**src/rtl/clb_pkg.sv**
```systemverilog
// Package for the circular log buffer: action codes, fixed field widths and
// the result record passed from the control core to the output stage.
// No dependencies.
`default_nettype none

package clb_pkg;

  localparam int ACTION_W = 3;
  localparam int DATA_W   = 64;
  localparam int LIMIT_W  = 9;
  localparam int IDX_W    = 8;

  localparam logic [ACTION_W-1:0] ACT_APPEND     = 3'd0;
  localparam logic [ACTION_W-1:0] ACT_OPEN_NEWEST = 3'd1;
  localparam logic [ACTION_W-1:0] ACT_OPEN_UNNOT  = 3'd2;
  localparam logic [ACTION_W-1:0] ACT_NEXT       = 3'd3;
  localparam logic [ACTION_W-1:0] ACT_CLEAR      = 3'd4;

  typedef struct packed {
    logic [DATA_W-1:0] read_data;
    logic              read_valid;
    logic [IDX_W-1:0]  entry_count;
    logic [IDX_W-1:0]  head_index;
    logic [IDX_W-1:0]  tail_index;
  } res_t;

endpackage

`default_nettype wire

```
**src/rtl/clb_out_reg.sv**
```systemverilog
// Output register for the log buffer's result stream.
// Holds one result record until the receiver takes it. Depends on clb_pkg.
`default_nettype none

module clb_out_reg import clb_pkg::*; (
  input  wire logic clk,
  input  wire logic rst_n,
  input  wire logic res_valid,
  input  wire res_t res,
  output logic      free,
  output logic      out_valid,
  input  wire logic out_ready,
  output res_t      out_res
);

  logic valid_r, valid_nxt;
  res_t res_r;

  // Slot is usable if empty or emptied by a transfer this cycle.
  assign free      = !valid_r || out_ready;
  assign out_valid = valid_r;
  assign out_res   = res_r;

  always_comb begin
    valid_nxt = valid_r;
    if (valid_r && out_ready) begin
      valid_nxt = 1'b0;
    end
    if (res_valid) begin
      valid_nxt = 1'b1;
    end
  end

  always_ff @(posedge clk) begin
    if (!rst_n) begin
      valid_r <= 1'b0;
    end else begin
      valid_r <= valid_nxt;
    end
  end

  always_ff @(posedge clk) begin
    if (res_valid) begin
      res_r <= res;
    end
  end

endmodule

`default_nettype wire

```
**config.mk**
```make
export PLATFORM = sky130hd
export DESIGN_NAME = clb_out_reg
export DESIGN_NICKNAME = d
export VERILOG_FILES = /design/src/rtl/clb_pkg.sv /design/src/rtl/clb_out_reg.sv
export SDC_FILE = /design/constraint.sdc
export NUM_CORES = 1
export LEC_CHECK = 0
export BUFFER_PORTS_ARGS = -buffer_cell sky130_fd_sc_hd__buf_2
export CAP_MARGIN = 40
export CORE_ASPECT_RATIO = 0.7
export CORE_UTILIZATION = 40
export CTS_CLUSTER_SIZE = 24
export DETAILED_ROUTE_END_ITERATION = 12
export HOLD_SLACK_MARGIN = 0.15
export PLACE_DENSITY = 0.81
export SLEW_MARGIN = 10
export SYNTH_ARGS = -nofsm -noshare
export SYNTH_HDL_FRONTEND = slang
export SYNTH_SLANG_ARGS = --single-unit
```
**constraint.sdc**
```tcl
create_clock -name clk -period 1.4 [get_ports clk]
set_clock_uncertainty 0.2 [all_clocks]
set_input_delay 0 -clock clk [delete_from_list [all_inputs] [get_ports clk]]
set_output_delay 0 -clock clk [all_outputs]
set_load 0.02 [all_outputs]
```
==> results of run 1 <==
[cells by family after synthesis]
family / count (synthesis)
compound gates: 1
buf+inv: 1
simple gates: 1
flops: 90
[stage by stage]
stage               std cells  hold WS [ps]  setup slack, ps  area, µm²   util
floorplan                  93          -101              426       2720      -
detailed placement        369         -21.9              380       3790  0.593
global placement          369         -23.5              396       3790  0.593
==> impl_metrics.csv, run 1 <==
group,metric,value,unit
run_status,status,"aborted with a tool error",
run_status,lastStage,"clock tree synthesis (4_1_cts)",
run_status,error_message,"[ERROR RSZ-0060] Max buffer count reached.",
floorplanning,row_count,24,
logic_synthesis,syn_inst,93,
logic_synthesis,synthAdderAreaFrac,0,
placement,hpwl,4230,µm
logic_synthesis,synthFlopType,"edfxtp_1",
logic_synthesis,synthMostInstantiatedCell,"edfxtp_1",
logic_synthesis,synth_top_family_by_area,"simple AND/OR/NAND/NOR gates",
logic_synthesis,synth_top_area_cell,"edfxtp_1",
clock_network,hold_buffers,101,
logic_synthesis,syn-num-nets,186,
placement,gp_congestion,0.739,
clock_network,clkSinkCount,90,
logic_synthesis,ys_async_sr_fraction,0,
floorplanning,io_pins,184,
clock_network,cts_root_buf,"clkbuf_8",
logic_synthesis,yosysWarnings,0,
logic_synthesis,yosys-top-cells-area,"edfxtp_1, dfxtp_1, nand2b_4",
floorplanning,start_util,0.425,
logic_synthesis,ys_seq_area_frac,0.989,
logic_synthesis,synth_edf_count,89,
logic_synthesis,synth_top_area_frac,0.982,
clock_network,clock_path_buffers,2,
logic_synthesis,netlist_area,0.00272,mm²
logic_synthesis,synth.area.mux_share,0,
logic_synthesis,synth.avg_cell_area,29.3,µm²
floorplanning,die_h,71.0,µm
floorplanning,dieWidth,101,µm
placement,port_buffers,183,
logic_synthesis,synth_xor_xnor_area_share,0,
logic_synthesis,yosysUniqueCellTypes,5,
clock_network,post_cts_buffers,0,
logic_synthesis,synth_compound_area_frac,0.00414,
logic_synthesis,ys_seq_elements,90,
clock_network,post_cts_resized,0,
clock_network,cts_made_buffers,9,
logic_synthesis,synth_common_cells,"edfxtp_1, a21boi_2, dfxtp_1, inv_1, nand2b_4",
clock_network,cts_max_level,3,
logic_synthesis,yosys.area_share.simple,0.00506,
==> inputs of run 2 (changes only) <==
--- a/config.mk
+++ b/config.mk
@@ -7,12 +7,9 @@
 export LEC_CHECK = 0
 export BUFFER_PORTS_ARGS = -buffer_cell sky130_fd_sc_hd__buf_2
 export CAP_MARGIN = 40
-export CORE_ASPECT_RATIO = 0.7
-export CORE_UTILIZATION = 40
-export CTS_CLUSTER_SIZE = 24
+export CORE_UTILIZATION = 25
 export DETAILED_ROUTE_END_ITERATION = 12
-export HOLD_SLACK_MARGIN = 0.15
-export PLACE_DENSITY = 0.81
+export PLACE_DENSITY_LB_ADDON = 0.15
 export SLEW_MARGIN = 10
 export SYNTH_ARGS = -nofsm -noshare
 export SYNTH_HDL_FRONTEND = slang
==> impl_metrics.csv, run 2 <==
group,metric,value,unit
hold_path,holdCritStartpoint,"res_valid",
clock_network,path_clk_slew,90,ps
logic_synthesis,ys_seq_area_frac,0.989,
global_routing,grt_max_degree,31,
sta,relSlewSlack,0.772,
logic_synthesis,synthFlopType,"edfxtp_1",
global_routing,grt_pass1_vias,2144,
logic_synthesis,yosysUniqueCellTypes,5,
floorplanning,row_count,37,
final_layout,diodes,0,
global_routing,grt_use_met1,0.135,
hold_path,hp-class,"input pin to register",
setup_path,critPathLaunchType,"input pin",
sta,min_period,1290,ps
logic_synthesis,synth_top_area_frac,0.982,
flow_run,maxCapViolCount,0,
global_routing,grtUsageMet3,0.0460,
placement,placed_area,0.00388,mm²
clock_network,cts_tree,"built",
pwr,power.leakage,2.13,nW
global_routing,use_met2,0.212,
floorplanning,die_h,106,µm
logic_synthesis,synthMostInstantiatedCell,"edfxtp_1",
setup_path,rr_startpoint,"out_valid$_SDFFE_PN0P_",
final_layout,final_cell_area,0.00501,mm²
hold_path,whs_path_depth,1,
placement,port_buffers,183,
clock_network,cts_root_buf,"clkbuf_8",
clock_network,clkSinkCount,90,
setup_path,r2r-end,"out_valid$_SDFFE_PN0P_",
sta,report.final.slew_viol_count,0,
final_layout,final_common_cell,"buf_2",
setup_path,worstPathArrival,1120,ps
clock_network,clock_path_buffers,2,
logic_synthesis,synth_edf_count,89,
hold_path,min_to,"out_res[28]$_DFFE_PP_",
detailed_routing,wl_per_cell,13.1,µm
final_layout,layout_common_cells,"buf_2, dlygate4sd3_1, edfxtp_1",
logic_synthesis,ys_async_sr_fraction,0,
placement,gp_congestion,0.665,
final_layout,area_delta_synth_final,84.3,%
sta,holdWs,-169,ps
logic_synthesis,synth_common_cells,"edfxtp_1, a21boi_2, dfxtp_1, inv_1, nand2b_4",
floorplanning,dieArea,0.0113,mm²
global_routing,overflow,0,
clock_network,cts_made_buffers,9,
detailed_routing,routed_via_density,3.80,
global_routing,grt_pass1_wl,10400,µm
final_layout,largest_reg_flops,89,
floorplanning,coreArea,0.0104,mm²
detailed_routing,wirelength,6900,µm
sta,worst_pin_slew,341,ps
setup_path,end_kind,"register",
setup_path,worstSetupPathType,"input pin to register",
logic_synthesis,netlist_area,0.00272,mm²
final_layout,fin_nets,478,
global_routing,grt.total_usage,0.124,
detailed_routing,drt_iter0_markers,49,
pwr,powerDensity,1170,mW/mm²
detailed_routing,drc,0,
floorplanning,io_pins,184,
pwr,ir_worst_vdd,0.582,mV
floorplanning,dieWidth,106,µm
logic_synthesis,syn-num-nets,186,
detailed_routing,dr.pass1.iters,4,
logic_synthesis,synth.avg_cell_area,29.3,µm²
logic_synthesis,yosysWarnings,0,
clock_network,cts_max_level,3,
sta,fin_setup_tns,0,ps
logic_synthesis,synth_top_area_cell,"edfxtp_1",
detailed_routing,via_count,1999,
setup_path,worstPathMaxFanout,12,
sta,rsz0062_at_grt,"false",
setup_path,crit_required,1230,ps
sta,fmaxAchievable,774,MHz
floorplanning,start_util,0.261,
logic_synthesis,yosys-top-cells-area,"edfxtp_1, dfxtp_1, nand2b_4",
global_routing,top_usage_layer,"met2",
setup_path,r2r_cells,2,
clock_network,clk_latency,350,ps
run_status,violations,"hold timing",
setup_path,ff2ff_setup_slack,600,ps
run_status,status,"complete, but fails checks",
sta,finalCritPeriodShare,0.923,
sta,setup_viol,0,
logic_synthesis,syn_inst,93,
global_routing,antenna_found_initial,0,
logic_synthesis,ys_seq_elements,90,
detailed_routing,antenna_left,0,
final_layout,drive_gt1_frac,0.526,
sta,final_hold_viol_count,24,
[run 2: kinds of logic (layout without fill, tap and decap cells)]
logic type             count (synthesis)  after routing  synth area share
AO/OA/AOI/OAI                          1              1           0.00414
AND/OR/NAND/NOR                        1              1           0.00506
flip-flops                            90             90             0.989
buffers and inverters                  1            298           0.00138
[run 2: how the worst max path moves through the flow]
stage	from	endpoint	slack [ps]	cells after the start
detailed placement	res_valid	out_res[16]$_DFFE_PP_	400	2
global placement	res_valid	out_res[54]$_DFFE_PP_	410	2
CTS	out_valid$_SDFFE_PN0P_	out_valid$_SDFFE_PN0P_	20	3
floorplan	out_valid$_SDFFE_PN0P_	out_valid$_SDFFE_PN0P_	430	2
finish	res_valid	out_res[76]$_DFFE_PP_	110	3
global route	res_valid	out_res[44]$_DFFE_PP_	90	3
[run 2: layer usage]
metal	part of all wire	vias up	wire, µm
met2	0.52	99	3570
li1	-	958	-
met3	0.076	12	525
met1	0.38	930	2650
met4	0.022	0	151
met5	0	-	0
[run 2: metrics by stage]
stage               utilization  total power, mW  setup WS [ps]  hold WS [ps]  std cells
floorplan                     -             3.60            426          -101         93
global placement          0.372             3.99            410         -22.8        416
detailed placement        0.372             4.00            396         -21.9        416
CTS                       0.480             5.96           21.7          -191        525
global route              0.481             6.12           85.1          -193        526
finish                    0.481             5.87            108          -169        526
[run 2: layout make-up]
class,count,area [µm²]
sequential,90,2690
multi-input combinational,2,25.0
fill,902,5400
tap,136,170
inverter,1,3.75
clock buffer,10,128
clock inverter,6,67.6
timing repair buffer,281,1930
[run 2: critical path, cell delays in order]
cell and delay [ps]:
buf_4 220, buf_4 150, dlygate4sd3_1 750
[run 2: timing repair]
action | in CTS | in global routing
setup endpoints to repair | 0 | 1
endpoints found under the hold margin | 147 | 39
hold buffers | 93 | 2
gates resized for setup | 0 | 1
setup buffers | 0 | 0
[run 2: power breakdown]
part | switching, mW | internal [mW]
Clock | 0.905 | 0.832
Sequential | 0.0521 | 3.19
Combinational | 0.472 | 0.417
No activity file was read; power rests on OpenSTA's default activity.
